`src/hw/rtl/spp_pkg.sv`:
```
package spp_pkg;

  // fixed widths of the stream fields
  localparam int unsigned TASK_ID_BITS  = 8;
  localparam int unsigned IN_PRIO_BITS  = 8;
  localparam int unsigned IN_BURST_BITS = 16;
  localparam int unsigned OUT_LEFT_BITS = 16;
  localparam int unsigned OUT_TIME_BITS = 32;
  localparam int unsigned IN_DATA_BITS  = 32;
  localparam int unsigned OUT_DATA_BITS = 64;

  // arrival order counter saturates at its top value
  localparam int unsigned ORDER_BITS = 16;
  localparam logic [ORDER_BITS-1:0] ORDER_MAX = 16'hFFFF;

  // command codes on the input tuser
  localparam logic CMD_ARRIVE = 1'b0;
  localparam logic CMD_TICK   = 1'b1;

  // status codes on the output tuser
  typedef enum logic [1:0] {
    ST_ACCEPTED = 2'd0,
    ST_DROPPED  = 2'd1,
    ST_RAN      = 2'd2,
    ST_IDLE     = 2'd3
  } status_e;

endpackage

```
`src/hw/rtl/spp_pick.sv`:
```
// running selection of the most urgent candidate, one slot per cycle
// slots arrive in ascending index order, so a full tie keeps the lower slot
module spp_pick #(
  parameter int unsigned SLOT_BITS = 4,
  parameter int unsigned PRIO_BITS = 8
) (
  input  logic                           clk_i,
  input  logic                           rst_ni,
  input  logic                           clear_i,
  input  logic                           valid_i,
  input  logic [SLOT_BITS-1:0]           idx_i,
  input  logic [PRIO_BITS-1:0]           prio_i,
  input  logic [spp_pkg::ORDER_BITS-1:0] order_i,
  output logic                           found_o,
  output logic [SLOT_BITS-1:0]           best_idx_o,
  output logic [PRIO_BITS-1:0]           best_prio_o
);

  logic                           found_q;
  logic [SLOT_BITS-1:0]           best_idx_q;
  logic [PRIO_BITS-1:0]           best_prio_q;
  logic [spp_pkg::ORDER_BITS-1:0] best_order_q;
  logic                           better;

  // strictly more urgent: smaller priority, then earlier arrival
  assign better = !found_q || (prio_i < best_prio_q) ||
                  ((prio_i == best_prio_q) && (order_i < best_order_q));

  always_ff @(posedge clk_i or negedge rst_ni) begin
    if (!rst_ni) begin
      found_q <= 1'b0;
    end else if (clear_i) begin
      found_q <= 1'b0;
    end else if (valid_i && better) begin
      found_q <= 1'b1;
    end
  end

  // payload of the current best candidate
  always_ff @(posedge clk_i) begin
    if (!clear_i && valid_i && better) begin
      best_idx_q   <= idx_i;
      best_prio_q  <= prio_i;
      best_order_q <= order_i;
    end
  end

  assign found_o     = found_q;
  assign best_idx_o  = best_idx_q;
  assign best_prio_o = best_prio_q;

endmodule

```
`src/hw/rtl/preemptive_priority_scheduler_top.sv`:
```
// Preemptive priority scheduler.
// Input stream: tuser carries the command (arrive or tick), tdata the task id,
// priority and burst of an arriving task. Every input transfer gives exactly
// one output transfer: tuser the status, tdata the task that ran, its
// remaining time, a done flag and the time after the item.
// The task table sits in a single-port-write, registered-read memory of
// MAX_TASKS entries; the occupancy bits are flip-flops.
// An arrive goes from S_IDLE through S_OUT into the output register: the lowest
// free slot is found from the occupancy bits and written at once.
// A tick steps through S_SCAN, S_DRAIN, S_DECIDE, S_READ, S_OUT (no S_READ when idle):
// the memory is read one slot a cycle to find the most urgent waiting task, then the
// slot that runs is read again and written back with its burst decremented.
// Items are handled one at a time; the next input is taken once the previous
// result sits in the output register, even while that result is stalled.
// If the receiver holds tready low, the following result waits in its last
// state until the output register frees.
// Reset empties the table, clears the running task, the time and the
// arrival counter; no memory clearing pass is needed.
module preemptive_priority_scheduler_top #(
  parameter int unsigned MAX_TASKS     = 16,
  parameter int unsigned PRIORITY_BITS = 8,
  parameter int unsigned BURST_BITS    = 16,
  parameter int unsigned TIME_BITS     = 32
) (
  input  logic                               clk_i,
  input  logic                               rst_ni,
  input  logic                               s_axis_tvalid_i,
  output logic                               s_axis_tready_o,
  // task_id [7:0], priority_req [15:8], burst [31:16]
  input  logic [spp_pkg::IN_DATA_BITS-1:0]   s_axis_tdata_i,
  // command [0]
  input  logic                               s_axis_tuser_i,
  output logic                               m_axis_tvalid_o,
  input  logic                               m_axis_tready_i,
  // ran_task [7:0], left_time [23:8], done_res [24], clock_now [56:25], zero above
  output logic [spp_pkg::OUT_DATA_BITS-1:0]  m_axis_tdata_o,
  // status [1:0]
  output logic [1:0]                         m_axis_tuser_o
);

  localparam int unsigned SLOT_BITS = $clog2(MAX_TASKS);
  localparam int unsigned PAD_BITS  = spp_pkg::OUT_DATA_BITS - spp_pkg::TASK_ID_BITS -
                                      spp_pkg::OUT_LEFT_BITS - 1 - spp_pkg::OUT_TIME_BITS;

  typedef struct packed {
    logic [spp_pkg::TASK_ID_BITS-1:0] tid;
    logic [PRIORITY_BITS-1:0]         prio;
    logic [BURST_BITS-1:0]            left;
    logic [spp_pkg::ORDER_BITS-1:0]   order;
  } slot_t;

  typedef struct packed {
    spp_pkg::status_e                  status;
    logic [spp_pkg::TASK_ID_BITS-1:0]  ran;
    logic [spp_pkg::OUT_LEFT_BITS-1:0] left;
    logic                              done;
    logic [spp_pkg::OUT_TIME_BITS-1:0] clock_now;
  } result_t;

  typedef enum logic [2:0] {
    S_IDLE,
    S_SCAN,
    S_DRAIN,
    S_DECIDE,
    S_READ,
    S_OUT
  } state_e;

  state_e                         state_q;
  logic [MAX_TASKS-1:0]           used_q;
  logic [SLOT_BITS-1:0]           cur_slot_q;
  logic                           cur_valid_q;
  logic [PRIORITY_BITS-1:0]       cur_prio_q;
  logic [TIME_BITS-1:0]           time_q;
  logic [spp_pkg::ORDER_BITS-1:0] order_q;
  logic [SLOT_BITS-1:0]           scan_q;
  logic                           rd_valid_q;
  logic [SLOT_BITS-1:0]           rd_idx_q;
  logic [SLOT_BITS-1:0]           run_q;
  result_t                        res_q;
  result_t                        out_q;
  logic                           out_valid_q;

  // task table memory
  slot_t                mem [MAX_TASKS];
  slot_t                rd_data_q;
  logic                 mem_we;
  logic [SLOT_BITS-1:0] mem_waddr;
  slot_t                mem_wdata;
  logic [SLOT_BITS-1:0] mem_raddr;

  // input field decode
  logic                             in_fire;
  logic [spp_pkg::TASK_ID_BITS-1:0] in_tid;
  logic [PRIORITY_BITS-1:0]         in_prio;
  logic [BURST_BITS-1:0]            in_burst;
  logic [BURST_BITS-1:0]            burst_fix;

  assign s_axis_tready_o = (state_q == S_IDLE);
  assign in_fire  = s_axis_tvalid_i && s_axis_tready_o;
  assign in_tid   = s_axis_tdata_i[7:0];
  assign in_prio  = PRIORITY_BITS'(s_axis_tdata_i[15:8]);
  assign in_burst = BURST_BITS'(s_axis_tdata_i[31:16]);
  assign burst_fix = (in_burst == '0) ? BURST_BITS'(1) : in_burst;

  // lowest free slot
  logic                 free_found;
  logic [SLOT_BITS-1:0] free_idx;

  always_comb begin
    free_found = 1'b0;
    free_idx   = '0;
    for (int i = MAX_TASKS - 1; i >= 0; i--) begin
      if (!used_q[i]) begin
        free_found = 1'b1;
        free_idx   = SLOT_BITS'(i);
      end
    end
  end

  // saturating time step
  logic [TIME_BITS-1:0] time_inc;
  assign time_inc = (time_q == '1) ? time_q : time_q + 1'b1;

  // scan candidate: used and not the running task
  logic                 pick_valid;
  logic                 best_found;
  logic [SLOT_BITS-1:0] best_idx;
  logic [PRIORITY_BITS-1:0] best_prio;

  assign pick_valid = rd_valid_q && used_q[rd_idx_q] &&
                      !(cur_valid_q && (rd_idx_q == cur_slot_q));

  spp_pick #(
    .SLOT_BITS (SLOT_BITS),
    .PRIO_BITS (PRIORITY_BITS)
  ) u_pick (
    .clk_i       (clk_i),
    .rst_ni      (rst_ni),
    .clear_i     (in_fire && (s_axis_tuser_i == spp_pkg::CMD_TICK)),
    .valid_i     (pick_valid),
    .idx_i       (rd_idx_q),
    .prio_i      (rd_data_q.prio),
    .order_i     (rd_data_q.order),
    .found_o     (best_found),
    .best_idx_o  (best_idx),
    .best_prio_o (best_prio)
  );

  // choice of the slot to run
  logic                 cur_ok;
  logic                 run_any;
  logic [SLOT_BITS-1:0] run_sel;

  always_comb begin
    cur_ok = cur_valid_q && used_q[cur_slot_q];
    if (cur_ok) begin
      run_any = 1'b1;
      run_sel = (best_found && (best_prio < cur_prio_q)) ? best_idx : cur_slot_q;
    end else begin
      run_any = best_found;
      run_sel = best_idx;
    end
  end

  // decremented burst of the slot that runs
  logic [BURST_BITS-1:0] left_dec;
  assign left_dec = rd_data_q.left - 1'b1;

  // memory port control
  always_comb begin
    mem_we    = 1'b0;
    mem_waddr = free_idx;
    mem_wdata = slot_t'{tid: in_tid, prio: in_prio, left: burst_fix, order: order_q};
    mem_raddr = scan_q;
    unique case (state_q)
      S_IDLE: begin
        mem_we = in_fire && (s_axis_tuser_i == spp_pkg::CMD_ARRIVE) && free_found;
      end
      S_DECIDE: begin
        mem_raddr = run_sel;
      end
      S_READ: begin
        mem_we         = 1'b1;
        mem_waddr      = run_q;
        mem_wdata      = rd_data_q;
        mem_wdata.left = left_dec;
      end
      default: begin
      end
    endcase
  end

  always_ff @(posedge clk_i) begin
    if (mem_we) begin
      mem[mem_waddr] <= mem_wdata;
    end
    rd_data_q <= mem[mem_raddr];
  end

  // sequencer with scheduler state and output register
  always_ff @(posedge clk_i or negedge rst_ni) begin
    if (!rst_ni) begin
      state_q     <= S_IDLE;
      used_q      <= '0;
      cur_slot_q  <= '0;
      cur_valid_q <= 1'b0;
      cur_prio_q  <= '0;
      time_q      <= '0;
      order_q     <= '0;
      scan_q      <= '0;
      rd_valid_q  <= 1'b0;
      rd_idx_q    <= '0;
      run_q       <= '0;
      res_q       <= '0;
      out_q       <= '0;
      out_valid_q <= 1'b0;
    end else begin
      rd_valid_q <= (state_q == S_SCAN);
      rd_idx_q   <= scan_q;
      if (out_valid_q && m_axis_tready_i && (state_q != S_OUT)) begin
        out_valid_q <= 1'b0;
      end

      // remember the running task's priority as it passes in the scan
      if (rd_valid_q && cur_valid_q && (rd_idx_q == cur_slot_q)) begin
        cur_prio_q <= rd_data_q.prio;
      end

      unique case (state_q)
        S_IDLE: begin
          if (in_fire) begin
            if (s_axis_tuser_i == spp_pkg::CMD_TICK) begin
              scan_q  <= '0;
              state_q <= S_SCAN;
            end else begin
              res_q <= result_t'{
                status:    free_found ? spp_pkg::ST_ACCEPTED : spp_pkg::ST_DROPPED,
                ran:       '0,
                left:      '0,
                done:      1'b0,
                clock_now: spp_pkg::OUT_TIME_BITS'(time_q)
              };
              if (free_found) begin
                used_q[free_idx] <= 1'b1;
                if (order_q != spp_pkg::ORDER_MAX) begin
                  order_q <= order_q + 1'b1;
                end
              end
              state_q <= S_OUT;
            end
          end
        end
        S_SCAN: begin
          if (scan_q == SLOT_BITS'(MAX_TASKS - 1)) begin
            state_q <= S_DRAIN;
          end else begin
            scan_q <= scan_q + 1'b1;
          end
        end
        S_DRAIN: begin
          state_q <= S_DECIDE;
        end
        S_DECIDE: begin
          run_q <= run_sel;
          if (run_any) begin
            state_q <= S_READ;
          end else begin
            time_q      <= time_inc;
            cur_valid_q <= 1'b0;
            res_q <= result_t'{
              status:    spp_pkg::ST_IDLE,
              ran:       '0,
              left:      '0,
              done:      1'b0,
              clock_now: spp_pkg::OUT_TIME_BITS'(time_inc)
            };
            state_q <= S_OUT;
          end
        end
        S_READ: begin
          time_q <= time_inc;
          res_q <= result_t'{
            status:    spp_pkg::ST_RAN,
            ran:       rd_data_q.tid,
            left:      spp_pkg::OUT_LEFT_BITS'(left_dec),
            done:      (left_dec == '0),
            clock_now: spp_pkg::OUT_TIME_BITS'(time_inc)
          };
          if (left_dec == '0) begin
            used_q[run_q] <= 1'b0;
            cur_valid_q   <= 1'b0;
          end else begin
            cur_slot_q  <= run_q;
            cur_valid_q <= 1'b1;
          end
          state_q <= S_OUT;
        end
        S_OUT: begin
          if (!out_valid_q || m_axis_tready_i) begin
            out_q       <= res_q;
            out_valid_q <= 1'b1;
            state_q     <= S_IDLE;
          end
        end
        default: begin
          state_q <= S_IDLE;
        end
      endcase
    end
  end

  assign m_axis_tvalid_o = out_valid_q;
  assign m_axis_tuser_o  = out_q.status;
  assign m_axis_tdata_o  = {{PAD_BITS{1'b0}}, out_q.clock_now, out_q.done,
                            out_q.left, out_q.ran};

endmodule
```
`config.mk`:
```
export PLATFORM = sky130hd
export DESIGN_NAME = preemptive_priority_scheduler_top
export DESIGN_NICKNAME = d
export VERILOG_FILES = /design/src/hw/rtl/spp_pkg.sv /design/src/hw/rtl/spp_pick.sv /design/src/hw/rtl/preemptive_priority_scheduler_top.sv
export SDC_FILE = /design/constraint.sdc
export NUM_CORES = 1
export LEC_CHECK = 0
export BUFFER_PORTS_ARGS = -buffer_cell sky130_fd_sc_hd__buf_2
export CAP_MARGIN = 20
export CORE_MARGIN = 3
export CORE_UTILIZATION = 62
export CTS_BUF_LIST = sky130_fd_sc_hd__clkbuf_8 sky130_fd_sc_hd__clkbuf_16
export CTS_CLUSTER_SIZE = 10
export DETAILED_ROUTE_END_ITERATION = 10
export PLACE_DENSITY = 0.88
export SETUP_SLACK_MARGIN = 0.02
export SYNTH_ARGS = -nofsm -noshare
export SYNTH_HDL_FRONTEND = slang
export SYNTH_HIERARCHICAL = 1
export SYNTH_SLANG_ARGS = --single-unit
```
`constraint.sdc`:
```
create_clock -name clk_i -period 6.5 [get_ports clk_i]
set_clock_uncertainty 0.1 [all_clocks]
set_input_delay 1.3 -clock clk_i [delete_from_list [all_inputs] [get_ports clk_i]]
set_output_delay 1.3 -clock clk_i [all_outputs]
set_load 0.01 [all_outputs]
```
Word-level counts from Yosys, hierarchy flattened

Memories as Yosys holds them, arrays and structs flattened. A register that Yosys moved wholly into a read port is not among the register bits.
Cells that the tools add are included.

Memory bits (read-only): 0
Word-level logic and storage cells: 188
Latch bits: 0
Memory bits (writable): 768
Register bits after elaboration: 241
Bits of input ports: 37
Output and inout port bits: 68
Memories kept: 1

$mul: 0
Multiplexer cells: 81
Reduce and logical (&&, ||, !) cells: 42
Order comparisons: 9
Divide/modulo/power cells: 0
Bitwise operators: 5
Shifts and indexed selects: 0
$add $sub $neg: 4
Equality and inequality tests: 20

Memory list:

| memory | depth | width | read ports | clocked after memory_dff | write ports | line                                    | text |
|---|---|---|---|---|---|---|---|
| mem    | 16    | 48    | 1          | 1                        | 1           | preemptive_priority_scheduler_top.sv:85 | `slot_t mem [MAX_TASKS];` |

Operators by type and width:

| kind                  | count |
|---|---|
| $mux 59               | 3 |
| $pmux 59 s3           | 1 |
| $mux 4                | 23 |
| $mux 16               | 5 |
| $mux 32               | 2 |
| $pmux 32 s2           | 1 |
| $mux 48               | 1 |
| $add 32x1->32 const B | 1 |
| $eq 32x32->1 const B  | 1 |
| $logic_not 16->1      | 2 |
| $mux 1                | 32 |
| $pmux 16 s2           | 1 |
| $lt 4x5->1 const B    | 4 |
| $logic_and 1x1->1     | 19 |
| $pmux 3 s6            | 1 |
| $add 16x1->16 const B | 1 |
| $and 16x16->16        | 1 |
| $lt 16x16->1          | 1 |
| $lt 8x8->1            | 2 |
| $ne 16x16->1 const B  | 1 |
| $not 16->16           | 1 |
| $or 16x16->16         | 1 |
| $sub 16x1->16 const B | 1 |
| $mux 3                | 4 |
| 25 further kinds      | 51 |

Longest topological paths before layout

Depth after elaboration: 25
Mapped depth: 14
Gate-level depth less buffers: 11

Cells and area by module

The synthesis kept the hierarchy.

Modules (own cells, without submodules):

| module                            | cells each | area an instance (um2) | instances |
|---|---|---|---|
| preemptive_priority_scheduler_top | 2684       | 41365.9                | 1 |
| spp_pick                          | 115        | 1522.7                 | 1 |

Worst setup path before layout

OpenSTA, ideal clock, no wires.

Kind: input -> register
Start point: input s_axis_tuser_i
End point: memory mem[8][0] in the netlist's numbering (enable)
Slack: 0.632 ns
Stages: 6
Data arrival time: 5.255 ns
Path buffers: 0
Required time: 5.887 ns
Cells stage by stage: nand2b_1 -> nor2_1 -> a32oi_1 -> nor2_1 -> nand2_1 -> nor3_1

Longest elaborated chain between the ends: 6

Ends and longest elaborated chain:

| element                        | line                                     | text |
|---|---|---|
| from (decl)                    | preemptive_priority_scheduler_top.sv:32  | `input logic s_axis_tuser_i,` |
| $not 1->1 (no source line)     | n/a                                      |  |
| $logic_and 1x1->1 (2 in a row) | preemptive_priority_scheduler_top.sv:178 | `mem_we = in_fire && (s_axis_tuser_i == spp_pkg::CMD_ARRIVE) && free_found;` |
| $pmux 1 s2                     | preemptive_priority_scheduler_top.sv:176 | `unique case (state_q)` |
| $mux 1                         | preemptive_priority_scheduler_top.sv:195 | `if (mem_we) begin` |
| $mux 1 (not written as such)   | preemptive_priority_scheduler_top.sv:196 | `mem[mem_waddr] <= mem_wdata;` |
| to (decl)                      | preemptive_priority_scheduler_top.sv:85  |  |

Every way passes these cells.

Worst setup path after layout

Start point: register cur_slot_q[0]
End point: register, netlist name rd_data_q[32]

Longest elaborated chain between the ends: 5

Ends and longest elaborated chain:

| element                      | line                                     | text |
|---|---|---|
| from (decl)                  | preemptive_priority_scheduler_top.sv:71  | `logic [SLOT_BITS-1:0] cur_slot_q;` |
| from (signal assigned)       | preemptive_priority_scheduler_top.sv:294 | `cur_slot_q <= run_q;` |
| $bmux 1 s4                   | preemptive_priority_scheduler_top.sv:156 | `cur_ok = cur_valid_q && used_q[cur_slot_q];` |
| $mux 1 (not written as such) | preemptive_priority_scheduler_top.sv:156 |  |
| $logic_and 1x1->1            | preemptive_priority_scheduler_top.sv:156 |  |
| $mux 4 (*)                   | preemptive_priority_scheduler_top.sv:157 | `if (cur_ok) begin` |
| $mux 4 (*)                   | preemptive_priority_scheduler_top.sv:176 |  |

Every way passes the cells marked *; elsewhere a longest branch is shown, timed or not. The select of a mux whose other input is x is not followed.
A chain may end at the register's enable or synchronous reset.

==> results by group <==
Placed design
  • DP HPWL: roughly 58000 um
  • PortBufs: between 90 and 100
  • Placed Instances: between 3000 and 4000
  • Pre-CTS setup slack: 1740 ps
  • GPL Wtd Cong: a little under 0.9

Synth
  • Yosys top cell area share: 0.557
  • Ys async rst share: 0.202
  • Top cells by count, synth: edfxtp_1 (796), mux2i_1 (295), nand2_1 (242)
  • Distinct cells, synth: 79
  • Syn. warnings: 6
  • Syn avg cell area: 15.3 sq um
  • Top-count cell post-synth: edfxtp_1
  • Seq/Total Area, Yosys: 0.704
  • Leading area contributor after synthesis: edfxtp_1
  • Top FF cell, synth: edfxtp_1
  • Post-synthesis cell area: about 43000 sq um
  • Synth top area cells: edfxtp_1 (56%), dfrtp_1 (12%), mux2i_1 (6.9%)
  • Mapped Cells: around 2800
  • EDFF count, synth: 796
  • #FFs+latches synth: about 1100

Setup path
  • WP data arrival: between 5000 and 6000 ps
  • R2r setup slk: roughly 1400 ps
  • Worst path max stage delay: 920 ps
  • CP endpoint: rd_data_q[32]$_DFF_P_
  • Worst Path Required: between 7000 and 8000 ps
  • Crit path max-delay cell type: o211a_2
  • Worst setup path startpoint: cur_slot_q[0]$_DFFE_PN0P_
  • Crit path kind: reg -> reg
  • R2r startpoint: cur_slot_q[0]$_DFFE_PN0P_
  • Critical path peak fanout: between 40 and 50
  • CP dominant cell by count: buf_4
  • Crit path cell chain: mux4_2 -> o2111ai_4 -> a22o_1 -> a211oi_2 -> nor2_4 -> buf_4 -> o211a_2 -> buf_4 -> a221o_1 -> or3_1
  • Reg2Reg Depth: 10
  • CP endpoint kind: flop
  • R2R Path End: rd_data_q[32]$_DFF_P_
  • Startpoint types: flop

Drt
  • Post-route DRC: 0
  • Vias per cell: between 6 and 7
  • ANT nets after route: 0
  • Routed WL per cell: between 20 and 30 um
  • DRT Pass-1 Iters: 6
  • Vias: 26119
  • Drt total wl: around 110000 um
  • Initial DRC Count: around 3400

Clock network
  • Clock transition at path regs: around 60 ps
  • CTS tree: done
  • # hold bufs at CTS: 0
  • Max H-tree Level: 3
  • Postcts setup bufs: 0
  • Clk_lat worst skew: about 690 ps
  • Clk root buf: clkbuf_16
  • Longest Clk Path Bufs: 3
  • Post-cts resize count: 0
  • TritonCTS Buffers: between 100 and 150
  • Clk sinks: about 1100

Global routing
  • First-pass GRT wire length: ~160000 um
  • Grt ovf: 0
  • Vias in the first global route: between 20000 and 30000
  • Largest net degree at the start of global routing: between 150 and 200
  • Initial antenna violation count: 3
  • GRT Util Overall: 0.295

Power
  • Clock share of power: 0.267
  • Switching share of power: 0.344
  • Peak supply drop: 409 uV
  • Sequential share of power: 0.420
  • Pleak: roughly 19 nW
  • Cell Pwr Density: between 400 and 500 nW/um^2
  • P_int: roughly 14 mW
  • Net Sw Power: roughly 7.5 mW
  • Combinational Power Share: 0.313

Cells and area
  • Filler Cell Count: 3872
  • Finished Layout Cells: ~3900
  • Layout cells sized above 1: 0.165
  • Fin nets: between 2000 and 3000
  • Final core occ: 0.706
  • Layout overhead on the synthesized area: 11.7%

Floorplanning
  • Die area: 72400 sq um
  • IO Pins: about 110
  • Die W: about 270 um
  • Core area: about 68000 sq um
  • Initial Util: 0.632
  • # rows: 95
  • Die Span Y: around 270 um

Timing
  • Fmax: between 150 and 200 MHz
  • Slew @ Worst Pin: ~1300 ps
  • Min Hold Slack: 355 ps
  • Final setup viols: 0
  • Final Cycle Share: 0.777
  • Setup TNS Final: 0 ps
  • Slew HR: 0.156
  • Slew Limit Fails: 0
  • Worst setup margin: approximately 1400 ps
  • Fin crit period: 5050 ps
  • RSZ-0062 raised after global routing: no
  • Fin. Hold Viols: 0

Status
  • Outcome: finished, final reports clean

Hold path
  • Worst hold path type: in -> async

Run
  • Max-Cap Viols: 0
-- critical path, delay by kind of cell, from the launching register on --
family,cells,cell delay (ps)
flip-flops,1,610
multiplexers,1,590
AND/OR/NAND/NOR,2,260
AO/OA/AOI/OAI,5,2190
buffers and inverters,2,1190
-- layout by cell type (no fill, tap or decap), types with 10 or more instances in the layout --
master,instances
edfxtp_1,796
mux2i_1,295
nand2_1,240
dfrtp_1,213
mux2_2,161
inv_1,137
clkbuf_16,116
o22ai_1,98
buf_2,96
nor2_1,82
xnor2_1,65
o21ai_0,61
or3_1,52
o32ai_1,49
a221o_1,48
dfxtp_1,48
buf_4,42
ha_1,35
xor2_1,31
nand3_1,30
a21o_1,30
nand4_1,23
a21oi_1,20
and3_1,16
nor3_1,13
o31ai_1,12
nand2b_1,11
o21ai_1,11
a22o_1,10
-- stage by stage --
stage          instance area (sq um)  power (mW)
6_report                       47900        21.8
5_1_grt                        47900        22.5
4_1_cts                        47800        21.5
3_5_place_dp                   44400        15.6
3_3_place_gp                   44400        15.3
2_1_floorplan                  42900        13.7
-- cell type report --
type	instances	area [sq um]	share of cell area
diodes	1	2.50	0.0000522
clock buffers	116	2900	0.0606
clock inverters	96	490	0.0102
inverters	49	184	0.00384
multi-input cells	1544	12000	0.250
flip-flops and latches	1057	30200	0.630
well taps	921	1150	0.0240
repair buffers	149	1020	0.0213
-- cell families (layout without fill, tap and decap cells) --
kind of cell | Yosys count | after routing | synth area share
flip-flops | 1057 | 1057 | 0.704
AND/OR/NAND/NOR | 549 | 549 | 0.0612
multiplexers | 464 | 464 | 0.115
AO/OA/AOI/OAI | 393 | 393 | 0.0685
buffers and inverters | 204 | 410 | 0.0212
XOR/XNOR | 96 | 96 | 0.0196
adder cells (fa/ha/maj) | 35 | 35 | 0.0102
other | 1 | 8 | 0.0000874
-- layer usage --
| metal | global-route usage | vias to the layer above | wire length [um] |
|---|---|---|---|
| met3 | 0.0640 | 400 | 12800 |
| li1 | - | 10943 | - |
| met2 | 0.466 | 1864 | 50700 |
| met5 | 0.00132 | - | 16 |
| met1 | 0.389 | 12910 | 38600 |
| met4 | 0.153 | 2 | 4760 |
-- worst min-delay path by stage --
stage                                startpoint                               end  slack [ps]  cells after the start
after floorplan           scan_q[1]$_DFFE_PN0P_             rd_idx_q[1]$_DFF_PN0_         320                      0
after global placement     res_q[4]$_DFFE_PN0P_              res_q[4]$_DFFE_PN0P_         350                      2
after detailed placement   rd_data_q[0]$_DFF_P_  u_pick/best_order_q[0]$_DFFE_PP_         360                      0
after CTS                                rst_ni     m_axis_tdata_o[3]$_DFFE_PN0P_         330                      1
after global routing                     rst_ni            order_q[4]$_DFFE_PN0P_         350                      1
final                                    rst_ni             res_q[54]$_DFFE_PN0P_         350                      1
-- flip-flops by register name (all words and copies together), names as in the netlist, 8 cells and up --
signal,cells
cur_prio_q,8
res_q,59
u_pick/best_order_q,16
used_q,16
rd_data_q,48
u_pick/best_prio_o,8
m_axis_tdata_o,57
order_q,16
time_q,32
mem,768
-- power groups by stage --
stage          clock network [mW]  registers, mW  logic, mW
6_report                     5.81           9.15       6.83
5_1_grt                      6.13           9.19       7.19
4_1_cts                      5.85           9.10       6.59
3_5_place_dp                    0           9.21       6.39
3_3_place_gp                    0           9.16       6.10
2_1_floorplan                   0           8.92       4.78
Note: power is estimated with default switching activity, not from simulation.
